--- src/design/rau_pkg.sv ---
// ----------------------------------------------------------------------------
// Rational arithmetic unit package
// Shared types, operation codes and small helper functions for the rational
// fraction arithmetic unit.
// ----------------------------------------------------------------------------
package rau_pkg;

  // Significant bits of each operand field; upper bits are sign copies.
  localparam int OPERAND_WIDTH = 32;
  localparam int FIELD_WIDTH   = 32;
  localparam int OP_SHIFT      = FIELD_WIDTH - OPERAND_WIDTH;
  localparam int RES_WIDTH     = 64;

  // Operation codes carried in req_type.
  localparam logic [2:0] OP_ADD = 3'd0;
  localparam logic [2:0] OP_SUB = 3'd1;
  localparam logic [2:0] OP_MUL = 3'd2;
  localparam logic [2:0] OP_DIV = 3'd3;
  localparam logic [2:0] OP_LT  = 3'd4;
  localparam logic [2:0] OP_GT  = 3'd5;
  localparam logic [2:0] OP_EQ  = 3'd6;
  localparam logic [2:0] OP_NE  = 3'd7;

  // Input word: operation and two fractions.
  typedef struct packed {
    logic [2:0]                    req_type;
    logic signed [FIELD_WIDTH-1:0] a_num;
    logic signed [FIELD_WIDTH-1:0] a_den;
    logic signed [FIELD_WIDTH-1:0] b_num;
    logic signed [FIELD_WIDTH-1:0] b_den;
  } req_t;

  // Output word: reduced fraction or comparison flag.
  typedef struct packed {
    logic signed [RES_WIDTH-1:0] res_num;
    logic signed [RES_WIDTH-1:0] res_den;
    logic                        cmp_true;
  } rsp_t;

  // Keep the low OPERAND_WIDTH bits of a field and sign-extend them.
  function automatic logic signed [FIELD_WIDTH-1:0] sext_op(
    input logic [FIELD_WIDTH-1:0] v
  );
    logic signed [FIELD_WIDTH-1:0] t;
    t = $signed(v << OP_SHIFT);
    return t >>> OP_SHIFT;
  endfunction

  // Unsigned magnitude of a two's complement result word.
  function automatic logic [RES_WIDTH-1:0] mag(input logic [RES_WIDTH-1:0] x);
    return x[RES_WIDTH-1] ? (~x + 1'b1) : x;
  endfunction

endpackage

--- src/design/rau_mul.sv ---
// ----------------------------------------------------------------------------
// Rational arithmetic unit multiplier
// Signed operand multiplier with a registered full-width product.
// ----------------------------------------------------------------------------
module rau_mul
  import rau_pkg::*;
(
  input  logic                          clk_i,
  input  logic signed [FIELD_WIDTH-1:0] x_i,
  input  logic signed [FIELD_WIDTH-1:0] y_i,
  output logic signed [RES_WIDTH-1:0]   prod_o
);

  logic signed [RES_WIDTH-1:0] prod_q;

  // One product per cycle, registered before use.
  always_ff @(posedge clk_i) begin
    prod_q <= RES_WIDTH'(x_i) * RES_WIDTH'(y_i);
  end

  assign prod_o = prod_q;

endmodule

--- config.mk ---
export PLATFORM = sky130hd
export DESIGN_NAME = rau_mul
export DESIGN_NICKNAME = d
export VERILOG_FILES = /design/src/design/rau_pkg.sv /design/src/design/rau_mul.sv
export SDC_FILE = /design/constraint.sdc
export NUM_CORES = 2
export LEC_CHECK = 0
export BUFFER_PORTS_ARGS = -buffer_cell sky130_fd_sc_hd__buf_2
export CAP_MARGIN = 20
export CORE_MARGIN = 3
export CORE_UTILIZATION = 39
export CTS_CLUSTER_SIZE = 12
export DETAILED_ROUTE_END_ITERATION = 7
export PLACE_DENSITY_LB_ADDON = 0.2
export SLEW_MARGIN = 5
export SYNTH_ARGS = -nofsm -noshare
export SYNTH_HDL_FRONTEND = slang
export SYNTH_SLANG_ARGS = --single-unit
--- constraint.sdc ---
create_clock -name clk_i -period 12 [get_ports clk_i]
set_input_delay 0.6 -clock clk_i [delete_from_list [all_inputs] [get_ports clk_i]]
set_output_delay 0.6 -clock clk_i [all_outputs]
set_load 0.005 [all_outputs]
Yosys cells after proc, flatten, opt, wreduce, memory -nomap -nowiden
Index checks and enable logic that the tools add are counted.

operators by class
  multiply operators = 1

operators with widths
  cell              number
  $mul A32 B32 Y64  1

word-level totals
  bits in registers = 64

Logic depth before layout (Yosys ltp)
  depth in word-level cells = 1
  gate-level depth with buffers = 28

Worst setup path before layout
No wires, ideal clock.

  path kind = input-to-reg
  from = input port y_i[2]
  to = register prod_q[62], in the netlist prod_o[62]
  stages = 24
  buffers on the path = 1
  data required time = 11928 ps
  arrival = 7789 ps
  path slack = 4139 ps
  path through = clkbuf_1 nand2_1 inv_1 fa_1 fa_1 fa_1 fa_1 inv_1 fa_1 inv_1 fa_1 inv_1 fa_1 inv_1 fa_1 ha_1 and3_1 nand2_1 or3_1 o22a_1 o211ai_1 a31oi_1 o31ai_1 xor2_1

on the way
  word-level cells in the longest chain between the ends = 1

ends and longest elaborated chain
  what                  RTL line       text
  start, declared       rau_mul.sv:10  input logic signed [FIELD_WIDTH-1:0] y_i,
  $mul A32 B32 Y64      rau_mul.sv:18  prod_q <= RES_WIDTH'(x_i) * RES_WIDTH'(y_i);
  end signal, assigned  rau_mul.sv:18
  end, declared         rau_mul.sv:14  logic signed [RES_WIDTH-1:0] prod_q;

Every way passes these cells.

Final worst setup path
  from = input port y_i[5]
  to = register prod_q[60], in the netlist prod_o[60]

Same word-level chain as after synthesis.

==> flow_summary.ini <==
[status]
status = finished, final reports clean

[synthesis]
syn_avg_cell_area_sq_um = 9.59
ys.flop_type = dfxtp_1
synth-edff-count = 0
synth-seq-cells = 64
syn_inst = 3884
yosysWarnings = 0
seq_area_frac_synth_pct = 3.44
yosysUniqueCellTypes = 63
async_flop_share_pct = 0
synth_area_sq_um = 37200
syn_nets = 5215

[critical_path]
crit_type = in2reg
cpMostUsedCell = fa_1
required_ns = 12.31
arrival_ns = 9.15
slowest_delay_ns = 0.85
critPathSlowestCell = fa_1
endpoint_kind = flop
startpoint_type = primary input
crit_start = y_i[5]
worstPathMaxFanout = 32

[finish]
utilization_pct = 41.6
layout-drive-gt1-share_pct = 4.86
fill_cells = 9365
largest_reg_flops = 64
syn2layout_area_growth_pct = 5.09
layout_common_cells = fa_1 (1082), inv_1 (952), and2_1 (516)
final_common_cell = fa_1
design_area_sq_um = 39100
final_nets = 5176

[place]
hpwlAfterDp_microns = 83700
io_buffers = 128
place_area_sq_um = 38900
routabilityCongestion = 0.865

[sta]
finalSetupViolCount = 0
max_slew_margin_pct = 34.1
clock.fmax_ghz = 0.113
final_max_slew_viol_count = 0
tns_ns = 0
rsz0062_at_grt = no
period_minus_slack_ns = 8.84
worstMarginPinSlew_ns = 0.987
hold_violations = 0
period_share_pct = 73.7

[clock_tree]
root_buffer = clkbuf_16
cts_buffer_depth = 2
clock_sinks = 64
holdBufCountCts = 0
post_cts_resized = 0
cts_buffers = 9
post-cts-setup-buffers = 0
clkTransAtPathRegs_ns = 0.07
cts_htree_levels = 3
cts_tree = built

[route]
drc = 0
drtIter0Drc = 1295
vias = 25200
first_pass_iters = 5
wirelength_microns = 105000
routedWlPerCell_microns = 20.5
antenna_left = 0
via_per_inst = 4.94

[global_route]
grt_pass1_wl_microns = 170000
grt.overflow.total = 0
grt_start_max_net_pins = 33
antenna_found_initial = 13
grt_use_total_pct = 22.7
grt_pass1_vias = 28800

[floorplanning]
fp.dieH_microns = 315
fp-row-count = 112
start_util_pct = 39.6
dieArea_sq_um = 99200
io_pins = 129
fp.dieW_microns = 315
core_sq_um = 94000

[hold_path]
hold_path_class = in2reg
worstHoldStart = x_i[0]
whs_endpoint = prod_o[0]
worstHoldPathCells = 3

[flow_run]
cap_violations = 0
[metrics by stage]
stage                     hold WS, ns  cells  worst slack, ns
after floorplan                 0.727   3884             4.14
after detailed placement        0.975   5088             2.68
after CTS                       0.745   5102             3.11
after global placement          0.978   5088             2.77
after global routing            0.780   5103             2.58
final                           0.772   5108             3.16
[synthesized netlist by cell type, types with 2 or more instances]
cell type,count,area share [%]
nand2b_1,9,0.15
nor2b_1,3,0.050
ha_1,184,6.2
nor2_1,42,0.42
dfxtp_1,64,3.4
o31ai_1,6,0.12
clkbuf_1,195,2.0
a21boi_0,3,0.060
buf_2,3,0.040
a21o_1,23,0.46
nand2_1,511,5.2
a21o_2,2,0.047
buf_1,2,0.020
a31oi_1,12,0.20
o22a_1,2,0.047
and2_1,516,8.7
a21oi_1,68,0.91
xor2_1,22,0.52
or3_1,4,0.067
nand4_1,7,0.12
nand3_1,15,0.20
a211oi_1,4,0.081
and4_1,3,0.071
a211oi_2,3,0.10
o211ai_1,3,0.060
o21bai_1,15,0.30
xnor2_1,53,1.2
fa_1,1082,58
o21a_1,4,0.081
inv_1,952,9.6
nor3_1,6,0.081
and3_1,7,0.12
o21ai_0,28,0.38
o21ai_2,2,0.047
[worst max-delay path: cells and delay by family]
kind,cells,cell delay [ns]
compound gates,4,0.89
fa+ha+maj,9,4.68
xor+xnor,1,0.13
simple gates,4,0.93
buf+inv,8,1.85
[cell families after synthesis]
family	count (synthesis)	synth area share, %
AO/OA/AOI/OAI	193	3.46
XOR/XNOR	75	1.76
adder cells (fa/ha/maj)	1266	64.3
buffers and inverters	1152	11.6
flip-flops	64	3.44
AND/OR/NAND/NOR	1134	15.4
[cell type report]
class	count	area (sq um)	area share, %
well taps	1254	1570	4.01
repair buffers	150	806	2.06
multi-input cells	2668	31600	80.8
clock inverters	4	22.5	0.0575
clock buffers	10	239	0.611
inverters	952	3570	9.13
flip-flops and latches	64	1280	3.27
diodes	6	15.0	0.0384
[how the worst max path moves through the flow]
stage,endpoint,slack (ns),cells after the start
6_report,prod_o[60],3.16,26
5_1_grt,prod_o[62],2.58,25
4_1_cts,prod_o[60],3.11,26
3_5_place_dp,prod_o[60],2.68,26
3_3_place_gp,prod_o[62],2.77,25
2_1_floorplan,prod_o[62],4.14,24
[metal layers]
layer  global-route usage [%]  up-vias  wire length (microns)
met5                        0        -                     85
met4                     6.48       12                   3020
met3                     3.29      141                   4890
met2                     38.5      620                  52000
met1                     30.2    13500                  44800
li1                         -    11000                      -
Power is not shown: default switching activity piles up to over one toggle a cycle in this logic, so the estimate is an artifact.
