**config.mk**
```make
export PLATFORM = sky130hd
export DESIGN_NAME = rau_div
export DESIGN_NICKNAME = d
export VERILOG_FILES = /design/src/design/rau_pkg.sv /design/src/design/rau_div.sv
export SDC_FILE = /design/constraint.sdc
export NUM_CORES = 1
export LEC_CHECK = 0
export ABC_AREA = 1
export ABC_CLOCK_PERIOD_IN_PS = 3100
export BUFFER_PORTS_ARGS = -buffer_cell sky130_fd_sc_hd__buf_2
export CAP_MARGIN = 5
export CORE_AREA = 2 2 165 167
export CTS_BUF_LIST = sky130_fd_sc_hd__clkbuf_2 sky130_fd_sc_hd__clkbuf_4 sky130_fd_sc_hd__clkbuf_8
export CTS_CLUSTER_SIZE = 8
export DETAILED_ROUTE_END_ITERATION = 8
export DIE_AREA = 0 0 167 169
export PLACE_DENSITY = 0.88
export SYNTH_ARGS = -nofsm -noshare
export SYNTH_HDL_FRONTEND = slang
export SYNTH_SLANG_ARGS = --single-unit
```
**constraint.sdc**
```tcl
create_clock -name clk_i -period 3.1 [get_ports clk_i]
set_input_delay 0.93 -clock clk_i [delete_from_list [all_inputs] [get_ports clk_i]]
set_output_delay 0.93 -clock clk_i [all_outputs]
set_load 0.05 [all_outputs]
```
**src/design/rau_pkg.sv**
```systemverilog
// ----------------------------------------------------------------------------
// Rational arithmetic unit package
// Shared types, operation codes and small helper functions for the rational
// fraction arithmetic unit.
// ----------------------------------------------------------------------------
package rau_pkg;

  // Significant bits of each operand field; upper bits are sign copies.
  localparam int OPERAND_WIDTH = 32;
  localparam int FIELD_WIDTH   = 32;
  localparam int OP_SHIFT      = FIELD_WIDTH - OPERAND_WIDTH;
  localparam int RES_WIDTH     = 64;

  // Operation codes carried in req_type.
  localparam logic [2:0] OP_ADD = 3'd0;
  localparam logic [2:0] OP_SUB = 3'd1;
  localparam logic [2:0] OP_MUL = 3'd2;
  localparam logic [2:0] OP_DIV = 3'd3;
  localparam logic [2:0] OP_LT  = 3'd4;
  localparam logic [2:0] OP_GT  = 3'd5;
  localparam logic [2:0] OP_EQ  = 3'd6;
  localparam logic [2:0] OP_NE  = 3'd7;

  // Input word: operation and two fractions.
  typedef struct packed {
    logic [2:0]                    req_type;
    logic signed [FIELD_WIDTH-1:0] a_num;
    logic signed [FIELD_WIDTH-1:0] a_den;
    logic signed [FIELD_WIDTH-1:0] b_num;
    logic signed [FIELD_WIDTH-1:0] b_den;
  } req_t;

  // Output word: reduced fraction or comparison flag.
  typedef struct packed {
    logic signed [RES_WIDTH-1:0] res_num;
    logic signed [RES_WIDTH-1:0] res_den;
    logic                        cmp_true;
  } rsp_t;

  // Keep the low OPERAND_WIDTH bits of a field and sign-extend them.
  function automatic logic signed [FIELD_WIDTH-1:0] sext_op(
    input logic [FIELD_WIDTH-1:0] v
  );
    logic signed [FIELD_WIDTH-1:0] t;
    t = $signed(v << OP_SHIFT);
    return t >>> OP_SHIFT;
  endfunction

  // Unsigned magnitude of a two's complement result word.
  function automatic logic [RES_WIDTH-1:0] mag(input logic [RES_WIDTH-1:0] x);
    return x[RES_WIDTH-1] ? (~x + 1'b1) : x;
  endfunction

endpackage

```
**src/design/rau_div.sv**
```systemverilog
// ----------------------------------------------------------------------------
// Rational arithmetic unit divider
// Unsigned restoring divider producing one quotient bit per cycle.
// ----------------------------------------------------------------------------
module rau_div
  import rau_pkg::*;
(
  input  logic                 clk_i,
  input  logic                 rst_ni,
  input  logic                 start_i,
  input  logic [RES_WIDTH-1:0] dividend_i,
  input  logic [RES_WIDTH-1:0] divisor_i,
  output logic                 done_o,
  output logic [RES_WIDTH-1:0] quot_o
);

  localparam int CW = $clog2(RES_WIDTH);
  localparam logic [CW-1:0] LAST = CW'(RES_WIDTH - 1);

  logic                 busy_q, done_q;
  logic [CW-1:0]        cnt_q;
  logic [RES_WIDTH-1:0] rem_q, quo_q, dvs_q;
  logic [RES_WIDTH:0]   trial, diff;
  logic                 fits;

  // Trial subtraction of the divisor from the shifted partial remainder.
  assign trial = {rem_q, quo_q[RES_WIDTH-1]};
  assign diff  = trial - {1'b0, dvs_q};
  assign fits  = trial >= {1'b0, dvs_q};

  // Control: count quotient bits.
  always_ff @(posedge clk_i or negedge rst_ni) begin
    if (!rst_ni) begin
      busy_q <= 1'b0;
      done_q <= 1'b0;
      cnt_q  <= '0;
    end else begin
      done_q <= 1'b0;
      if (start_i) begin
        busy_q <= 1'b1;
        cnt_q  <= '0;
      end else if (busy_q) begin
        cnt_q <= cnt_q + 1'b1;
        if (cnt_q == LAST) begin
          busy_q <= 1'b0;
          done_q <= 1'b1;
        end
      end
    end
  end

  // Datapath: remainder and quotient shift registers.
  always_ff @(posedge clk_i) begin
    if (start_i) begin
      rem_q <= '0;
      quo_q <= dividend_i;
      dvs_q <= divisor_i;
    end else if (busy_q) begin
      rem_q <= fits ? diff[RES_WIDTH-1:0] : trial[RES_WIDTH-1:0];
      quo_q <= {quo_q[RES_WIDTH-2:0], fits};
    end
  end

  assign done_o = done_q;
  assign quot_o = quo_q;

endmodule

```
# ---- Word-level counts from Yosys, hierarchy flattened
# Cells that the tools add are included.
dict set report word_totals {
  rom_bits 0
  output_inout_bits 65
  regBits 200
  ram_bits 0
  latchBits 0
  wordCells 22
  memories 0
  inputBits 131
}
dict set report op_classes {
  mux 11
  n_addsub 2
  bitwise_logic 0
  eq_ne 1
  reduce_logical 1
  order_cmp 1
  n_div 0
  mul 0
  n_shift 0
}
# operator n
set ops {}
lappend ops {{64-bit two-way mux} 3}
lappend ops {{65-bit by 64-bit >= comparator with 1-bit output} 1}
lappend ops {{64-bit subtractor} 1}
lappend ops {{6-bit two-way mux} 2}
lappend ops {{6-bit by 1-bit adder with 6-bit output (second input constant)} 1}
lappend ops {{6-bit == test (second input constant)} 1}
lappend ops {{1-bit two-way mux} 6}
lappend ops {{2-bit nonzero test} 1}

# ---- Longest topological paths before layout
# Gate-level depths: netlist of the first run.
dict set report depth {
  word_depth 4
  ltp_mapped 19
  depth_no_buf 18
}

# ---- Least setup slack after synthesis of the first run
# Ideal clock, no wire load.
dict set report synth_timing {
  path_kind {input to register}
  from {input port start_i}
  to {register quo_q[0] (netlist: quot_o[0]) (enable)}
  arrival_ps 3292
  required_ps 2646
  path_stages 4
  path_buffers 2
  path_slack_ps -646
  setup_ps 454
  cell_sequence {nor2_1 > inv_1 > clkbuf_1 > clkbuf_1}
}
dict set report synth_between {
  elab_chain_len 1
}
# item line_no
set synth_lines {}
lappend synth_lines {{from (decl)} rau_div.sv:10} ;# input logic start_i,
lappend synth_lines {{2-bit nonzero test (no source line)} -}
lappend synth_lines {{to (signal assigned)} rau_div.sv:56} ;# quo_q <= dividend_i;
lappend synth_lines {{to (signal assigned)} rau_div.sv:60} ;# quo_q <= {quo_q[RES_WIDTH-2:0], fits};
lappend synth_lines {{to (decl)} rau_div.sv:22} ;# logic [RES_WIDTH-1:0] rem_q, quo_q, dvs_q;
# No other way between the ends.
# A chain may end at the register's enable or synchronous reset.

# ---- Worst setup path after layout of the first run
dict set report layout_timing {
  from {register dvs_q[28]}
  to {register rem_q[14]}
}
dict set report layout_between {
  elab_chain_len 2
}
# item line_no
set layout_lines {}
lappend layout_lines {{from (decl)} rau_div.sv:22}
lappend layout_lines {{from (signal assigned)} rau_div.sv:57} ;# dvs_q <= divisor_i;
lappend layout_lines {{65-bit by 64-bit >= comparator with 1-bit output} rau_div.sv:29} ;# assign fits = trial >= {1'b0, dvs_q};
lappend layout_lines {{64-bit two-way mux} rau_div.sv:59} ;# rem_q <= fits ? diff[RES_WIDTH-1:0] : trial[RES_WIDTH-1:0];
lappend layout_lines {{to (signal assigned)} rau_div.sv:59}
lappend layout_lines {{to (decl)} rau_div.sv:22}
# No other way between the ends.

==> results of run 1 <==
-- worst max-delay path, stage by stage (launching register included) --
cell      delay, ns
edfxtp_1       0.39
inv_1          0.13
ha_1           0.30
nand2_1        0.16
inv_1          0.06
nand2_1        0.06
nand3_1        0.17
nand2_1        0.10
nand2_1        0.09
inv_1          0.06
nand2_1        0.14
inv_2          0.10
nand2_2        0.11
nand2_4        0.10
buf_4          0.42
nand3_1        0.13
nand3_1        0.12
o21ai_0        0.10
-- logic make-up (layout without fill, tap and decap cells) --
group	count (synthesis)	in the layout	synth area share, %
simple gates	1279	1279	37.5
buf+inv	483	683	13.5
flops	200	200	37.1
compound gates	112	112	4.20
fa+ha+maj	66	66	5.81
xor+xnor	31	31	1.89
-- cells in the final DEF, fill, tap and decap left out, drive strengths merged, types with 3 or more instances in the layout --
master / count
xor2: 3
dfrtp: 8
clkinv: 10
ha: 65
and2: 4
nand3: 151
inv: 439
nand2: 933
nand4: 16
nor3: 14
o21ai: 46
clkbuf: 17
buf: 216
nor2: 121
a21oi: 51
edfxtp: 128
xnor2: 28
nand3b: 37
o21bai: 9
dfxtp: 64
-- area by class of cell --
type / instances / area [um2]
fill: 2466 / 10400
timing repair buffer: 216 / 1190
tap: 341 / 427
clock inverter: 15 / 171
inverter: 435 / 1630
multi-input combinational: 1488 / 7100
sequential: 200 / 5330
clock buffer: 17 / 234
-- path summary, 6_finish.rpt --
path / to / slack [ns]
min in group clk_i: rem_q[35] / 0.48
hold reg to reg: rem_q[35] / 0.48
hold / removal: cnt_q[4] / 0.24
setup / recovery: rem_q[14] / 0.21
max in group asynchronous: busy_q / 2.68
setup reg to reg: rem_q[14] / 0.21
-- sequential cells by signal, indices dropped and copies added (netlist names) --
name    count
dvs_q      64
done_o      1
cnt_q       6
rem_q      64
busy_q      1
quot_o     64
-- power groups by stage --
| stage | logic (mW) | registers (mW) | clock network [mW] |
|---|---|---|---|
| floorplan | 0.497 | 3.40 | 0 |
| global placement | 1.11 | 3.14 | 0 |
| detailed placement | 1.13 | 3.14 | 0 |
| CTS | 1.14 | 3.08 | 1.82 |
| global route | 1.24 | 3.10 | 1.90 |
| finish | 1.14 | 3.08 | 1.80 |
-- routing by layer --
layer  share of wire, %  track usage (%)
met4                3.1             11.1
met2                 46             54.9
met1                 44             43.9
met3                7.6             5.17
met5              0.028                0
==> parameters.txt, run 1 <==
Parameter                              Value

STA
  Final total negative setup slack    0 ns
  Unrepaired setup endpoints after global routing    false
  Worst hold margin    between 0.2 and 0.25 ns
  Count of final max-slew check failures    0
  Worst clock skew    0.0308 ns
  Least-Margin Pin Slew    0.908 ns
  Relative slew slack    approximately two fifths
  Fin worst setup slack    between 0.2 and 0.25 ns
  Final critical-path share of the clock period    approximately 93%
  # setup viols final    0
  Final hold violation count    0
  Max frequency    between 0.3 and 0.4 GHz
  Final min period    roughly 2.9 ns

Setup path
  Type of the worst setup path    reg2reg
  Kind of end point of the critical path    register
  Highest net fanout along the worst path    36
  Start point of the critical path    dvs_q[28]
  Endpoint arrival time on the critical path    3.25 ns
  Path depth of the worst reg2reg path    17
  Critical Path Source Type    register
  CP Data Required Time    about 3.5 ns
  Source of the worst register-to-register timing path    dvs_q[28]

Logic synthesis
  Leading area contributor after synthesis    edfxtp_1
  Flops & latches, synth    200
  Post-synthesis cell type count    41
  Post-Syn Area per Cell    between 6 and 7 um2
  Proportion of netlist area held by the largest area contributor    between 20% and 30%
  Number of warnings issued by yosys    0
  Gate Count Post-Synth    around 2200
  Most instantiated flip-flop cell in the synthesis netlist    edfxtp_1
  Top cells by area, synth    edfxtp_1 (27%), nand2_1 (24%), inv_1 (11%)
  Most instantiated library cell after synthesis    nand2_1
  Summed instance area of the synthesized netlist    ~0.014 mm2
  Proportion of register bits with asynchronous set or reset after synthesis    4.00%
  Sequential element share of the synthesized area    37.1%
  Most common library cells after synthesis    nand2_1 (913), inv_1 (428), nand3_1 (143)
  Number of enable-type register cells in the synthesized netlist    approximately 130
  Total nets after synthesis    between 2000 and 2500

CTS
  CTS tree    yes
  Clock tree buffer depth    2
  CTS resizes    0
  TritonCTS Buffers    17
  Clock insertion delay at the later pin of the skew report    0.50 ns
  Setup repair bufs after CTS    0
  H-tree levels    4
  Clock root buffer master    clkbuf_8
  Hold_buf cts    0
  Clock-pin slew of the registers on the worst-case setup and hold paths    between 0.1 and 0.15 ns
  CTS sink count    200

Detailed routing
  Via count    roughly 14000
  Post-DR vias/cell    about 5.2
  Antenna viol nets, final    0
  DRC marker count from the first detailed-route iteration    roughly 1300
  Post-detailed-route wirelength per cell    between 15 and 20 um
  DRT Pass-1 Iters    5
  Remaining DRCs    0
  Wirelength, routed    around 47000 um

Pwr
  LEAKAGE    ~9 nW
  Cell-internal power    ~4.0 mW
  Sequential share of power    51.2%
  Clk network pwr share    between 20 and 30%
  Power density relative to cell area    about 370 mW/mm2
  Fraction of power spent switching nets    34.4%
  Worst voltage drop across the vdd grid    ~0.35 mV
  Combinational power share    19.0%
  Net switching power of the design    approximately 2.1 mW
  Overall power consumption    around 6.0 mW

Floorplan
  Die Outline Area    roughly 0.028 mm2
  Height of the chip    169 um
  Top Ports    196
  Num rows    60
  Initial core utilization    54.1%
  Horizontal die dimension    roughly 170 um
  Total core area    0.0265 mm2

Global routing
  Global-route wire length before repair    72300 um
  Grt ovf    0
  Via count of the first global-routing pass    around 14000
  Pin count of the biggest net entering global routing    93
  Global-route usage over all layers    ~33%
  Number of antenna violations at the first check in global routing    1

Placed design
  Routability congestion estimate    1.03
  Setup slack at placement    0.272 ns
  Cells after DPL    about 2700
  Port bufs    around 200
  Placed instance area    0.0157 mm2
  HPWL Detailed    between 30000 and 40000 um

Outcome
  Outcome    completed

Final layout
  Total number of nets in the final design    roughly 2600
  Final design area excluding fillers    about 0.016 mm2
  Utilization after layout    about three fifths
  Share of layout cells above drive strength 1    12.9%
  Synthesis-to-finish area growth    12.1%
  Non-Filler Instances    2712
  Total inserted antenna cells    0

Run
  Reported max-cap violation count    0

Hold path
  Worst hold-check path type    in2async
No activity file was read; power rests on OpenSTA's default activity.
==> inputs of run 2 (changes only) <==
GPL_TIMING_DRIVEN = 0   (was unset)
==> parameters.txt, run 2 (synthesis results as in run 1) <==
Parameter                              Value

STA
  Least-Margin Pin Slew    0.844 ns (was 0.908 ns)
  Worst clock skew    0.0380 ns (was 0.0308 ns)
  Worst hold margin    0.214 ns (was 0.240 ns)
  Max frequency    0.339 GHz (was 0.346 GHz)
  Final min period    2.95 ns (was 2.89 ns)
  Relative slew slack    43.7% (was 39.5%)
  Count of final max-slew check failures    0 (unchanged)
  Unrepaired setup endpoints after global routing    false (unchanged)
  Final critical-path share of the clock period    95.1% (was 93.2%)
  # setup viols final    0 (unchanged)
  Final total negative setup slack    0 ns (unchanged)
  Final hold violation count    0 (unchanged)

Pwr
  Cell-internal power    4.00 mW (was 3.95 mW)
  Power density relative to cell area    380 mW/mm2 (was 375 mW/mm2)
  Worst voltage drop across the vdd grid    0.406 mV (was 0.354 mV)
  LEAKAGE    9.13 nW (was 9.06 nW)
  Combinational power share    18.6% (was 19.0%)
  Sequential share of power    50.0% (was 51.2%)
  Net switching power of the design    2.17 mW (was 2.07 mW)
  Clk network pwr share    31.4% (was 29.8%)
  Fraction of power spent switching nets    35.2% (was 34.4%)

Setup path
  Critical Path Source Type    primary input (was register)
  Cell-by-cell trace of the critical path    clkbuf_8 -> nor2_1 -> inv_1 -> clkbuf_1 -> buf_4 -> buf_12 (was inv_1 -> ha_1 -> nand2_1 -> inv_1 -> nand2_1 -> nand3_1 -> nand2_1 -> nand2_1 -> inv_1 -> nand2_1 -> inv_2 -> nand2_2 -> nand2_4 -> buf_4 -> nand3_1 -> nand3_1 -> o21ai_0)
  CP Data Required Time    3.29 ns (was 3.46 ns)
  Kind of end point of the critical path    register (unchanged)
  Maximum cell stage delay along the critical path    0.45 ns (was 0.42 ns)
  Worst path slowest cell    clkbuf_8 (was buf_4)
  Endpoint arrival time on the critical path    3.14 ns (was 3.25 ns)
  Highest net fanout along the worst path    67 (was 36)
  CP bufs+invs    5 (unchanged)
  Crit path max-delay family    buffers and inverters (was simple AND/OR/NAND/NOR gates)
  Type of the worst setup path    in2reg (was reg2reg)

Floorplan
  Initial core utilization    54.1% (unchanged)
  Top Ports    196 (unchanged)
  Total core area    0.0265 mm2 (unchanged)
  Height of the chip    169 um (unchanged)
  Die Outline Area    0.0282 mm2 (unchanged)
  Horizontal die dimension    167 um (unchanged)
  Num rows    60 (unchanged)

CTS
  Hold_buf cts    0 (unchanged)
  H-tree levels    4 (unchanged)
  TritonCTS Buffers    17 (unchanged)
  Clock tree buffer depth    2 (unchanged)
  CTS sink count    200 (unchanged)
  Clock insertion delay at the later pin of the skew report    0.52 ns (was 0.50 ns)
  Setup repair bufs after CTS    0 (unchanged)
  CTS tree    yes (unchanged)
  Clock-pin slew of the registers on the worst-case setup and hold paths    0.16 ns (was 0.14 ns)
  Clock root buffer master    clkbuf_8 (unchanged)

Global routing
  Via count of the first global-routing pass    13600 (about the same)
  Global-route usage over all layers    32.8% (was 32.9%)
  Gr busiest metal    met2 (unchanged)
  Met1 Use GR    44.0% (was 43.9%)
  Grt ovf    0 (unchanged)
  Number of antenna violations at the first check in global routing    0 (was 1)
  Met3 GRT Util    4.51% (was 5.17%)
  Pin count of the biggest net entering global routing    68 (was 93)
  Global-route wire length before repair    71600 um (was 72300 um)
  Routing usage on met2    55.4% (was 54.9%)

Detailed routing
  Antenna viol nets, final    0 (unchanged)
  DRC marker count from the first detailed-route iteration    1265 (was 1331)
  Remaining DRCs    0 (unchanged)
  Post-detailed-route wirelength per cell    16.9 um (was 17.1 um)
  Post-DR vias/cell    5.21 (about the same)
  Via count    14300 (was 14100)
  DRT Pass-1 Iters    6 (was 5)
  Wirelength, routed    46300 um (was 46500 um)

Run
  Reported max-cap violation count    0 (unchanged)

Final layout
  Commonest cells after routing, fill and taps aside    nand2_1 (913), inv_1 (428), buf_2 (200) (was nand2_1 (913), inv_1 (427), buf_2 (194))
  Non-Filler Instances    2740 (was 2712)
  Utilization after layout    61.3% (was 60.7%)
  Most common library cell in the layout ignoring fill and taps    nand2_1 (unchanged)
  Total number of nets in the final design    2583 (was 2555)
  Total inserted antenna cells    0 (unchanged)
  Synthesis-to-finish area growth    13.2% (was 12.1%)
  Share of layout cells above drive strength 1    12.9% (about the same)

Placed design
  Port bufs    195 (unchanged)
  HPWL Detailed    37300 um (was 36900 um)
  Cells after DPL    2708 (was 2680)
  Routability congestion estimate    1.01 (was 1.03)

Hold path
  Worst hold-check path type    in2async (unchanged)

Outcome
  Outcome    completed (unchanged)
## run 2: cell types whose count changed in the layout (fill, tap and decap cells not counted), sizes merged
cell | before | now
buf | 216 | 221
clkbuf | 17 | 40
clkinvlp | 1 | 0
inv | 439 | 442
clkinv | 10 | 8
## run 2: per-layer routing
metal / wire length, um / vias to the layer above
met5: 0 / -
met3: 3600 / 74
met4: 1260 / 0
li1: - / 7068
met1: 20000 / 6549
met2: 21500 / 594
## run 2: worst paths after layout
check	from	to	slack [ns]	depth (start not counted)
worst max-delay path	start_i	quot_o[28]	0.15	6
worst min-delay path	rst_ni	cnt_q[3]	0.21	1
worst max register to register	quot_o[63]	rem_q[34]	0.23	17
worst min register to register	rem_q[27]	rem_q[27]	0.48	2
max in group asynchronous	rst_ni	done_o	2.68	1
min in group clk_i	rem_q[27]	rem_q[27]	0.48	2
## run 2: metrics by stage
stage	setup WS (ns)	total power [mW]	instance area, um2
after global placement	-1.80	4.25	15800
final	0.153	6.17	16200
after CTS	0.0885	6.18	16200
after global routing	0.0449	6.38	16200
after floorplan	0.388	3.90	14300
after detailed placement	-0.716	4.28	15800
## run 2: worst register-to-register path: stages, from the launching register on
cell	delay (ns)
edfxtp_1	0.36
inv_1	0.06
ha_1	0.22
fa_1	0.42
nor2_1	0.18
nand2_1	0.07
nand3_1	0.19
nand2_1	0.08
nand2_1	0.22
nand2_1	0.08
nand2_1	0.29
nand2_1	0.17
nand2_1	0.10
nand2_1	0.07
nand2_1	0.09
nand2_1	0.06
nand3_1	0.07
nand2_1	0.06
## run 2: area by class of cell
| cell class | count | area, um2 |
|---|---|---|
| inverters | 435 | 1630 |
| repair buffers | 196 | 1000 |
| fillers | 2538 | 10300 |
| flip-flops and latches | 200 | 5330 |
| multi-input cells | 1488 | 7090 |
| plain buffers | 48 | 304 |
| clock inverters | 15 | 220 |
| clock buffers | 17 | 234 |
| well taps | 341 | 427 |
## run 2: what timing repair did
item / CTS / global route
gates cloned: 0 / 0
setup endpoints to repair: 45 / 38
resized for setup: 1 / 2
## run 2: power by group through the flow
stage | logic (mW) | clock network (mW) | registers (mW)
after CTS | 1.14 | 1.96 | 3.09
after detailed placement | 1.13 | 0 | 3.14
after floorplan | 0.497 | 0 | 3.40
after global routing | 1.24 | 2.04 | 3.10
after global placement | 1.11 | 0 | 3.14
final | 1.15 | 1.94 | 3.09
